`src/rtl/core/assert_macros.svh`:
```
// Assertion helpers for the RTL; esk_seq.sv is the file that uses them.
`ifndef ASSERT_MACROS_SVH
`define ASSERT_MACROS_SVH

// Checks a property on every rising edge outside reset.
`define ESK_ASSERT(lbl, clk, rstn, prop, msg) \
  lbl: assert property (@(posedge clk) disable iff (!rstn) (prop)) else $error(msg);

// Checks that a consequent follows from an antecedent in the same cycle.
`define ESK_ASSERT_IMP(lbl, clk, rstn, ante, cons, msg) \
  lbl: assert property (@(posedge clk) disable iff (!rstn) (ante) |-> (cons)) else $error(msg);

// Checks that a consequent follows in the cycle after an antecedent.
`define ESK_ASSERT_NEXT(lbl, clk, rstn, ante, cons, msg) \
  lbl: assert property (@(posedge clk) disable iff (!rstn) (ante) |=> (cons)) else $error(msg);

`endif

```
`src/rtl/core/esk_pkg.sv`:
```
package esk_pkg;

  localparam int DEPTH_DEF   = 16;
  localparam int EV_W        = 108;
  localparam int IN_TDATA_W  = ((EV_W + 7) / 8) * 8;

  typedef enum logic [1:0] {
    REQ_PUSH   = 2'd0,
    REQ_POP    = 2'd1,
    REQ_REMOVE = 2'd2
  } req_t;

  typedef enum logic [1:0] {
    ST_OK    = 2'd0,
    ST_FULL  = 2'd1,
    ST_EMPTY = 2'd2
  } status_t;

  typedef enum logic [2:0] {
    S_IDLE,
    S_PUSH,
    S_POP_RD,
    S_POP_DATA,
    S_SCAN,
    S_NOP
  } state_t;

  // Last field sits in the lowest bits.
  typedef struct packed {
    logic [31:0] value2;
    logic [31:0] value1;
    logic [15:0] time_ofs;
    logic [15:0] id;
    logic [7:0]  channel;
    logic [3:0]  kind;
  } event_t;

endpackage

```
`src/rtl/core/esk_ram.sv`:
```
module esk_ram #(
  parameter int WIDTH = 8,
  parameter int DEPTH = 16,
  localparam int AW = (DEPTH > 1) ? $clog2(DEPTH) : 1
) (
  input  logic             clk,
  input  logic             we,
  input  logic [AW-1:0]    waddr,
  input  logic [WIDTH-1:0] wdata,
  input  logic [AW-1:0]    raddr,
  output logic [WIDTH-1:0] rdata
);

  logic [WIDTH-1:0] mem [DEPTH];
  logic [WIDTH-1:0] rdata_r;

  always_ff @(posedge clk) begin
    if (we) begin
      mem[waddr] <= wdata;
    end
    rdata_r <= mem[raddr];
  end

  assign rdata = rdata_r;

endmodule

```
`src/rtl/core/esk_seq.sv`:
```
`include "assert_macros.svh"

module esk_seq #(
  parameter int DEPTH = esk_pkg::DEPTH_DEF,
  localparam int AW = (DEPTH > 1) ? $clog2(DEPTH) : 1,
  localparam int CW = $clog2(DEPTH + 1)
) (
  input  logic             clk,
  input  logic             rst_n,
  input  logic             in_valid,
  input  esk_pkg::req_t    in_req,
  input  esk_pkg::event_t  in_ev,
  input  logic             out_free,
  output logic             in_ready,
  output logic             ram_we,
  output logic [AW-1:0]    ram_waddr,
  output esk_pkg::event_t  ram_wdata,
  output logic [AW-1:0]    ram_raddr,
  input  esk_pkg::event_t  ram_rdata,
  output logic             res_valid,
  output esk_pkg::event_t  res_ev,
  output esk_pkg::status_t res_status,
  output logic [CW-1:0]    res_fill,
  output logic [CW-1:0]    res_removed
);
  import esk_pkg::*;

  state_t        state_r, state_nxt;
  logic [CW-1:0] fill_r, fill_nxt;
  logic [CW-1:0] rd_idx_r, rd_idx_nxt;
  logic [CW-1:0] keep_r, keep_nxt;
  logic [CW-1:0] removed_r, removed_nxt;
  logic          dvld_r, dvld_nxt;
  event_t        ev_r, ev_nxt;
  logic          accept;
  logic          issue;
  logic          hit;

  assign accept = in_valid && in_ready;
  // The scan still has entries to read, and the id compare for the word just read.
  assign issue  = (rd_idx_r < fill_r);
  assign hit    = (ram_rdata.id == ev_r.id);

  always_comb begin
    state_nxt = state_r;
    unique case (state_r)
      S_IDLE: begin
        if (accept) begin
          unique case (in_req)
            REQ_PUSH:   state_nxt = S_PUSH;
            REQ_POP:    state_nxt = S_POP_RD;
            REQ_REMOVE: state_nxt = S_SCAN;
            default:    state_nxt = S_NOP;
          endcase
        end
      end
      S_POP_RD: state_nxt = (fill_r == '0) ? S_IDLE : S_POP_DATA;
      S_SCAN: begin
        if (!issue && !dvld_r) begin
          state_nxt = S_IDLE;
        end
      end
      default: state_nxt = S_IDLE;
    endcase
  end

  always_comb begin
    fill_nxt    = fill_r;
    rd_idx_nxt  = rd_idx_r;
    keep_nxt    = keep_r;
    removed_nxt = removed_r;
    dvld_nxt    = 1'b0;
    ev_nxt      = accept ? in_ev : ev_r;
    unique case (state_r)
      S_IDLE: begin
        rd_idx_nxt  = '0;
        keep_nxt    = '0;
        removed_nxt = '0;
      end
      S_PUSH: begin
        if (fill_r < CW'(DEPTH)) begin
          fill_nxt = fill_r + 1'b1;
        end
      end
      S_POP_DATA: fill_nxt = fill_r - 1'b1;
      S_SCAN: begin
        rd_idx_nxt = rd_idx_r + CW'(issue);
        dvld_nxt   = issue;
        if (dvld_r) begin
          if (hit) begin
            removed_nxt = removed_r + 1'b1;
          end else begin
            keep_nxt = keep_r + 1'b1;
          end
        end
        if (!issue && !dvld_r) begin
          fill_nxt = keep_r;
        end
      end
      default: ;
    endcase
  end

  always_comb begin
    in_ready    = 1'b0;
    ram_we      = 1'b0;
    ram_waddr   = fill_r[AW-1:0];
    ram_wdata   = ev_r;
    ram_raddr   = rd_idx_r[AW-1:0];
    res_valid   = 1'b0;
    res_ev      = '0;
    res_status  = ST_OK;
    res_fill    = fill_nxt;
    res_removed = '0;
    unique case (state_r)
      S_IDLE: in_ready = out_free;
      S_PUSH: begin
        res_valid = 1'b1;
        if (fill_r < CW'(DEPTH)) begin
          ram_we = 1'b1;
        end else begin
          res_status = ST_FULL;
        end
      end
      S_POP_RD: begin
        ram_raddr = AW'(fill_r - 1'b1);
        if (fill_r == '0) begin
          res_valid  = 1'b1;
          res_status = ST_EMPTY;
        end
      end
      S_POP_DATA: begin
        res_valid = 1'b1;
        res_ev    = ram_rdata;
      end
      S_SCAN: begin
        // Survivors move down to the keep position; it never passes the read position.
        ram_we    = dvld_r && !hit;
        ram_waddr = keep_r[AW-1:0];
        ram_wdata = ram_rdata;
        if (!issue && !dvld_r) begin
          res_valid   = 1'b1;
          res_removed = removed_r;
        end
      end
      S_NOP: res_valid = 1'b1;
      default: ;
    endcase
  end

  always_ff @(posedge clk) begin
    if (!rst_n) begin
      state_r   <= S_IDLE;
      fill_r    <= '0;
      rd_idx_r  <= '0;
      keep_r    <= '0;
      removed_r <= '0;
      dvld_r    <= 1'b0;
    end else begin
      state_r   <= state_nxt;
      fill_r    <= fill_nxt;
      rd_idx_r  <= rd_idx_nxt;
      keep_r    <= keep_nxt;
      removed_r <= removed_nxt;
      dvld_r    <= dvld_nxt;
    end
  end

  always_ff @(posedge clk) begin
    ev_r <= ev_nxt;
  end

  `ESK_ASSERT(a_fill_bound, clk, rst_n, fill_r <= CW'(DEPTH), "fill count above depth")
  `ESK_ASSERT_IMP(a_scan_count, clk, rst_n, state_r == S_SCAN,
    ({1'b0, keep_r} + {1'b0, removed_r} + (CW+1)'(dvld_r)) == {1'b0, rd_idx_r},
    "scan counters out of step")
  `ESK_ASSERT_NEXT(a_res_idle, clk, rst_n, res_valid, state_r == S_IDLE,
    "sequencer busy after result")
  `ESK_ASSERT_NEXT(a_accept_busy, clk, rst_n, accept, state_r != S_IDLE,
    "accepted word not started")

endmodule

```
`src/rtl/core/event_stack_keyed_removal.sv`:
```
// Last-in first-out stack of control events with remove-by-id.
// Input channel in_*: in_tuser carries the request (push, pop, remove by id,
// code 3 does nothing) and in_tdata the event. Output channel out_*: one
// word per request with the popped event (zero unless a good pop), the fill
// count after the request, an empty flag and the number of removed entries;
// out_tuser carries the status (ok, push dropped because full, pop on empty).
// A push, an empty pop, code 3 and a remove on an empty stack are answered
// as soon as the sequencer has taken them in; a good pop first reads the
// memory and then returns the data, and any other remove walks the stored
// entries one per cycle through the single read port of the event memory and
// writes survivors back down over the removed ones. The result word is
// registered before it leaves. One request is in flight at a time; the next
// one can be accepted at the edge that takes the result.
// in_tready is low while a request is being worked on and while a finished
// word waits on a stalled receiver; it rises in the cycle out_tready takes it.
// Reset empties the stack at once; no clearing pass is run, since slots at
// or above the fill count are never returned.
module event_stack_keyed_removal #(
  parameter int DEPTH = esk_pkg::DEPTH_DEF,
  localparam int CW = $clog2(DEPTH + 1),
  localparam int OUT_W = esk_pkg::EV_W + 2 * CW + 1,
  localparam int OUT_TDATA_W = ((OUT_W + 7) / 8) * 8
) (
  input  logic                           clk,
  input  logic                           rst_n,
  // kind, channel, id, time, value1, value2
  input  logic [esk_pkg::IN_TDATA_W-1:0] in_tdata,
  // req_type
  input  logic [1:0]                     in_tuser,
  input  logic                           in_tvalid,
  output logic                           in_tready,
  // kind, channel, id, time, value1, value2, fill_after, empty_after, removed_count
  output logic [OUT_TDATA_W-1:0]         out_tdata,
  // status
  output logic [1:0]                     out_tuser,
  output logic                           out_tvalid,
  input  logic                           out_tready
);
  import esk_pkg::*;

  localparam int AW = (DEPTH > 1) ? $clog2(DEPTH) : 1;

  logic          ram_we;
  logic [AW-1:0] ram_waddr;
  logic [AW-1:0] ram_raddr;
  event_t        ram_wdata;
  event_t        ram_rdata;
  logic          res_valid;
  event_t        res_ev;
  status_t       res_status;
  logic [CW-1:0] res_fill;
  logic [CW-1:0] res_removed;
  logic          out_free;

  logic          out_tvalid_r, out_tvalid_nxt;
  event_t        out_ev_r;
  status_t       out_status_r;
  logic [CW-1:0] out_fill_r;
  logic [CW-1:0] out_removed_r;

  assign out_free = !out_tvalid_r || out_tready;

  esk_seq #(.DEPTH(DEPTH)) u_seq (
    .clk        (clk),
    .rst_n      (rst_n),
    .in_valid   (in_tvalid),
    .in_req     (req_t'(in_tuser)),
    .in_ev      (event_t'(in_tdata[EV_W-1:0])),
    .out_free   (out_free),
    .in_ready   (in_tready),
    .ram_we     (ram_we),
    .ram_waddr  (ram_waddr),
    .ram_wdata  (ram_wdata),
    .ram_raddr  (ram_raddr),
    .ram_rdata  (ram_rdata),
    .res_valid  (res_valid),
    .res_ev     (res_ev),
    .res_status (res_status),
    .res_fill   (res_fill),
    .res_removed(res_removed)
  );

  esk_ram #(.WIDTH(EV_W), .DEPTH(DEPTH)) u_ram (
    .clk  (clk),
    .we   (ram_we),
    .waddr(ram_waddr),
    .wdata(ram_wdata),
    .raddr(ram_raddr),
    .rdata(ram_rdata)
  );

  always_comb begin
    out_tvalid_nxt = out_tvalid_r;
    if (res_valid) begin
      out_tvalid_nxt = 1'b1;
    end else if (out_tready) begin
      out_tvalid_nxt = 1'b0;
    end
  end

  always_ff @(posedge clk) begin
    if (!rst_n) begin
      out_tvalid_r <= 1'b0;
    end else begin
      out_tvalid_r <= out_tvalid_nxt;
    end
  end

  always_ff @(posedge clk) begin
    if (res_valid) begin
      out_ev_r      <= res_ev;
      out_status_r  <= res_status;
      out_fill_r    <= res_fill;
      out_removed_r <= res_removed;
    end
  end

  assign out_tvalid = out_tvalid_r;
  assign out_tuser  = out_status_r;
  assign out_tdata  = {{(OUT_TDATA_W - OUT_W){1'b0}}, out_removed_r,
                       (out_fill_r == '0), out_fill_r, out_ev_r};

endmodule

```
`config.mk`:
```
export PLATFORM = sky130hd
export DESIGN_NAME = event_stack_keyed_removal
export DESIGN_NICKNAME = d
export VERILOG_FILES = /design/src/rtl/core/esk_pkg.sv /design/src/rtl/core/esk_ram.sv /design/src/rtl/core/esk_seq.sv /design/src/rtl/core/event_stack_keyed_removal.sv
export VERILOG_INCLUDE_DIRS = /design/src /design/src/rtl/core
export SDC_FILE = /design/constraint.sdc
export NUM_CORES = 2
export LEC_CHECK = 0
export BUFFER_PORTS_ARGS = -buffer_cell sky130_fd_sc_hd__buf_2
export CAP_MARGIN = 20
export CORE_UTILIZATION = 62
export DETAILED_ROUTE_END_ITERATION = 16
export PLACE_DENSITY_LB_ADDON = 0.25
export SYNTH_ARGS = -nofsm -noshare
export SYNTH_HDL_FRONTEND = slang
export SYNTH_SLANG_ARGS = --single-unit
```
`constraint.sdc`:
```
create_clock -name clk -period 14.8 [get_ports clk]
set_clock_uncertainty 0.15 [all_clocks]
set_input_delay 1.48 -clock clk [delete_from_list [all_inputs] [get_ports clk]]
set_output_delay 1.48 -clock clk [all_outputs]
set_load 0.02 [all_outputs]
```
; ---- Word level (Yosys, flattened, before mapping)
; Memory sizes are Yosys's and may differ from the RTL's. A register that Yosys moved wholly into a read port is not among the register bits.
; Index checks and enable logic that the tools add are counted.
[totals]
regBits = 253
input_bits = 118
wordCells = 94
ram_bits = 1728
memories = 1
output_inout_bits = 124
[classes]
n_reduce_logical = 20
muxes = 31
eq_ne = 13
addsub = 5
magnitude_cmp = 2
[memory_table]
columns = memory, depth, width, rd, rd_clocked_by_memory_dff, wr, line
row1 = u_ram.mem, 16, 108, 1, 1, 1, esk_ram.sv:14  ; logic [WIDTH-1:0] mem [DEPTH];
[ops]
columns = cell, count
row1 = 2-to-1 mux 108 bit, 1
row2 = 2-to-1 mux 5 bit, 6
row3 = one-hot mux 5 bit (2 select lines), 3
row4 = one-hot mux 3 bit (3 select lines), 2
row5 = equality test 16 bit, 1
row6 = "adder 5 x 1 -> 5 bit, second input constant", 3
row7 = one-hot mux 5 bit (3 select lines), 1
row8 = zero test 5 bit, 2
row9 = 2-to-1 mux 1 bit, 9
row10 = 2-to-1 mux 4 bit, 2
row11 = "!= test 2 x 1 -> 1 bit, second input constant", 4
row12 = "equality test 3 x 2 -> 1 bit, second input constant", 2
row13 = "equality test 3 bit, second input constant", 2
row14 = 2-to-1 mux 3 bit, 2
row15 = AND reduction 2 bit, 3
row16 = AND reduction 3 bit, 2
row17 = adder 5 x 1 -> 5 bit, 1
row18 = < comparator 5 bit, 1
row19 = "< comparator 5 bit, second input constant", 1
row20 = "subtractor 5 x 1 -> 5 bit, second input constant", 1
row21 = zero test 1 bit, 4
row22 = 2-to-1 mux 2 bit, 2
row23 = one-hot mux 2 bit (2 select lines), 1
row24 = nonzero test 2 bit, 2
row25 = 11 further kinds, 13

; ---- Depth between registers and ports, before layout
[logic_depth]
word_depth = 6
ltp_mapped = 11
depth_no_buf = 11

; ---- Hierarchy
; From an unflattened synthesis, not the netlist that was laid out.
[unflattened]
hier_cells = 3501
hier_area_um2 = 77660.7
[modules_own_cells]
columns = module, area_each_um2, cells_per_inst, n_inst, seq_area_each_um2
row1 = esk_ram, 66785.3, 2762, 1, 54051.8
row2 = esk_seq, 7211.9, 611, 1, 3723.6
row3 = event_stack_keyed_removal, 3663.5, 128, 1, 3623.5

; ---- Worst setup path after synthesis
; OpenSTA, ideal clock, no wires.
[synth_path]
path_type = input port to flip-flop
from = input port out_tready
to = register u_seq.state_r[2]
path_stages = 5
setup_time_ps = 92
arrival_time_ps = 9988
path_slack_ps = 4570
n_path_buf = 0
required_ps = 14558
cell_sequence = nor2b_1 nand2b_1 nor3_1 o21ai_0 a21oi_1
[synth_via]
elab_chain_cells = 5
[synth_lines]
columns = item, line
row1 = "start, declared", event_stack_keyed_removal.sv:37  ; input logic out_tready
row2 = logical OR 1 bit, event_stack_keyed_removal.sv:61  ; assign out_free = !out_tvalid_r || out_tready;
row3 = 2-to-1 mux 1 bit, esk_seq.sv:115  ; unique case (state_r)
row4 = logical AND 1 bit, esk_seq.sv:39  ; assign accept = in_valid && in_ready;
row5 = net u_seq.accept, esk_seq.sv:35  ; logic accept;
row6 = != test 2 x 1 -> 1 bit (no source line), -
row7 = AND reduction 2 bit (no source line), -
row8 = "end signal, assigned", esk_seq.sv:160  ; state_r <= state_nxt;
row9 = "end, declared", esk_seq.sv:28  ; state_t state_r, state_nxt;
; The timed path passes the listed nets, and every way through them passes these cells.
; A chain may end at the register's enable or synchronous reset.

; ---- Final worst setup path
[layout_path]
from = register u_seq.state_r[1]
to = register u_ram.rdata_r[55] (netlist: u_ram.rdata[55]) (read register of u_ram.mem)
[layout_via]
elab_chain_cells = 2
[layout_lines]
columns = item, line
row1 = equality test 3 x 2 -> 1 bit, esk_seq.sv:115
row2 = 2-to-1 mux 4 bit, esk_seq.sv:115
row3 = "end, declared", esk_ram.sv:15  ; logic [WIDTH-1:0] rdata_r;
; No other way between the ends.

==> impl_results.md <==
- CTS clock-pin slew for the worst setup and hold paths: ~0.06 ns
- Met3 WL: 20400 um
- Hold buffers post-CTS: 0
- CTS buffer count: 200
- Async SR Flop Fraction: 0%
- CTS resizes: 0
- Slew headroom: between 20% and 30%
- End point of the worst hold path: u_seq.rd_idx_r[4]
- Total track usage: about 29%
- PwrDens: 143 nW/um2
- Hold Startpoint: u_seq.rd_idx_r[4]
- Layout cells sized above 1: 12.3%
- Worst IR drop on VDD: 0.000106 V
- Pre-antenna DRT Iters: 6
- Post-DP HPWL: a little over 90000 um
- Global route overflow: 0
- Yosys warnings: 0
- Initial Util: between 60% and 70%
- Mapped Nets: 5750
- P&R area growth vs syn: 11.5%
- Initial DRC count: 6273
- CTS tree: yes
- Worst hold path type: flop to flop
- CTS Root Cell: clkbuf_16
- Clock sink count: 2089
- Slew Limit Fails: 0
- Pin count of the biggest net entering global routing: 211
- Flop2flop setup slack: around 7.8 ns
- Maxcap violations: 0
- Synth cell types: 48
- Layout filler cell count: 8187
- Routed len/inst: roughly 25 um
- Nets: roughly 5900
- Die H: approximately 360 um
- Final setup viols: 0
- Vias: about 48000
- Post-DRT Antenna Nets: 0
- Met1 Wirelength: 75100 um
- Post-Syn Area: between 80000 and 90000 um2
- Vias in the first global route: 46400
- Status: completed
- Mapped Cells: roughly 5600
- Post-synthesis sequential area ratio: about three quarters
- Fin crit period: 6.96 ns
- CP arrival: roughly 7.6 ns
- Post-synth top flop: edfxtp_1
- IO Count: 242
- Die ar.: 131000 um2
- Clock tree buffer depth: 3
- Worst Tran Pin Value: roughly 1.2 ns
- Tcrit/Tclk final: 47.1%
- Hold Path Stages: 1
- Setup crit start kind: flop
- Die W: ~360 um
- # rows: between 100 and 150
- Core area: approximately 130000 um2
- Worst EP required: 15.38 ns
- Top Layer Used: met5
- Post-synth EDFFs: approximately 2000
- Reg2reg end: u_ram.rdata[55]
- Register Area: about 61000 um2
- Worst Path Max Fanout: 190
- Launch point of the worst reg-to-reg path: u_seq.state_r[1]
- Fmax: 144 MHz
- Setup TNS: 0 ns
- Worst setup path category: flop to flop
- Placer Congestion: 0.809
- WL met2: a little over 90000 um
- H-Tree Level Count: 4
- R2R cell count: 10
- Area of the multi-input gates: ~18000 um2
- Antenna violations before repair: 6
- Routed wire length: a little under 200000 um
- Worst Setup End Kind: flop
- Final hold vios: 0
- Mapped Avg Cell Area: 14.3 um2
- Overall power: between 10 and 15 mW
- Clock latency on the worst-skew pair: 0.81 ns
- # port buffers: 236
- Flops & latches, synth: 2089
- Leakage: 34.0 nW
- Post-CTS setup buffer count: 0
- Vias/cell: 6.26
- RSZ-0062 raised after global routing: false
- First-pass GRT wire length: 284000 um
- # DRC: 0
==> synthesized netlist by cell type, types with 7 or more instances <==
master    instances  area [um2]
mux2_2          110        1240
nand2b_1          7        43.8
nand2_1        1646        6180
buf_1            41         154
nor3_1            9        45.0
inv_1            11        41.3
a221o_1         108        1080
mux2i_1         218        2180
a21oi_1          26         130
ha_1             13         163
o21ai_0          15        75.1
o32ai_1         108         946
buf_2            79         395
edfxtp_1       1956       58700
nand4_1           8        50.1
xnor2_1          20         175
nand3_1          10        50.1
and3_1          548        3430
dfxtp_1         133        2660
a31oi_1         221        1380
clkbuf_1        234         878
nor2_1           44         165
==> per-stage QoR <==
stage | hold WS [ns] | cell area, um2 | setup slack, ns | instances | util (%)
after global placement | 0.319 | 83400 | 8.09 | 7298 | 65.0
after global routing | 0.347 | 89900 | 7.57 | 7677 | 70.0
after floorplan | 0.290 | 80600 | 4.57 | 5619 | -
after detailed placement | 0.323 | 83400 | 7.94 | 7299 | 65.0
final | 0.327 | 89900 | 7.84 | 7680 | 70.0
after CTS | 0.330 | 89900 | 7.85 | 7675 | 70.0
==> state kept, by name, summed over array words and instances (netlist names) <==
name             flops
u_ram.mem         1728
out_tdata          108
u_ram.rdata        108
u_seq.ev_r         108
out_fill_r           5
out_removed_r        5
u_seq.fill_r         5
u_seq.keep_r         5
u_seq.rd_idx_r       5
u_seq.removed_r      5
u_seq.state_r        3
out_tuser            2
out_tvalid           1
u_seq.dvld_r         1
==> report_power, final <==
part           total [mW]  leakage (nW)  switching (mW)  internal, mW
combinational       0.950          12.0           0.688         0.261
clock                4.98          3.10            2.13          2.85
sequential           6.90          18.8           0.102          6.80
total                12.8          34.0            2.92          9.91
==> layout by cell type (no fill, tap or decap), drive strengths merged, types with 15 or more instances in the layout <==
| cell type | synthesis | final |
|---|---|---|
| edfxtp | 1956 | 1956 |
| nand2 | 1646 | 1646 |
| and3 | 548 | 548 |
| buf | 123 | 309 |
| clkbuf | 234 | 279 |
| a31oi | 221 | 221 |
| mux2i | 218 | 218 |
| dfxtp | 133 | 133 |
| mux2 | 110 | 110 |
| o32ai | 108 | 108 |
| a221o | 108 | 108 |
| clkinv | 0 | 68 |
| nor2 | 45 | 45 |
| a21oi | 26 | 26 |
| xnor2 | 20 | 20 |
| o21ai | 18 | 18 |
| inv | 11 | 16 |
| bufinv | 0 | 15 |
==> how the worst max path moves through the flow <==
stage,from,to,slack [ns],cells after the start
after floorplan,out_tready,u_seq.state_r[2],4.57,5
after global placement,u_seq.state_r[1],u_ram.rdata[81],8.09,10
after detailed placement,u_seq.state_r[1],u_ram.rdata[55],7.94,10
after CTS,u_seq.state_r[1],u_ram.rdata[55],7.85,10
after global routing,u_seq.state_r[1],u_ram.rdata[55],7.57,10
final,u_seq.state_r[1],u_ram.rdata[55],7.84,10
==> cells by family after synthesis <==
| kind of cell | Yosys count | synth area share (%) |
|---|---|---|
| and+or+nand+nor | 2289 | 12.5 |
| DFF | 2089 | 76.2 |
| AOI/OAI and AO/OA | 509 | 4.78 |
| buffers and inverters | 368 | 1.85 |
| muxes | 328 | 4.24 |
| xor gates and xnor gates | 22 | 0.239 |
| adders and majority gates | 13 | 0.202 |
| other | 1 | 0.00465 |
==> worst max-delay path, stage by stage, from the launching register on <==
cell and delay [ns]:
dfxtp_4 0.87, buf_4 0.83, nor3b_4 0.60, mux2_8 0.84
buf_4 0.92, buf_12 0.69, buf_4 0.84, nand2_1 0.15
and3_1 0.21, o32ai_1 0.42, a221o_1 0.20
==> per-layer routing <==
| metal | global-route usage (%) | vias up |
|---|---|---|
| li1 | - | 21200 |
| met1 | 40.6 | 23900 |
| met2 | 46.0 | 2669 |
| met3 | 5.80 | 362 |
| met4 | 9.68 | 2 |
| met5 | 0 | - |
==> cell type report <==
cell class                      count  share of cell area (%)
Timing Repair Buffer              309                    2.10
Inverter                           11                  0.0459
Sequential cell                  2089                    68.3
Clock buffer                      279                    6.12
Antenna cell                        4                  0.0111
Multi-Input combinational cell   3162                    20.0
Tap cell                         1729                    2.41
Clock inverter                     97                    1.01
(Power assumes the default switching activity.)
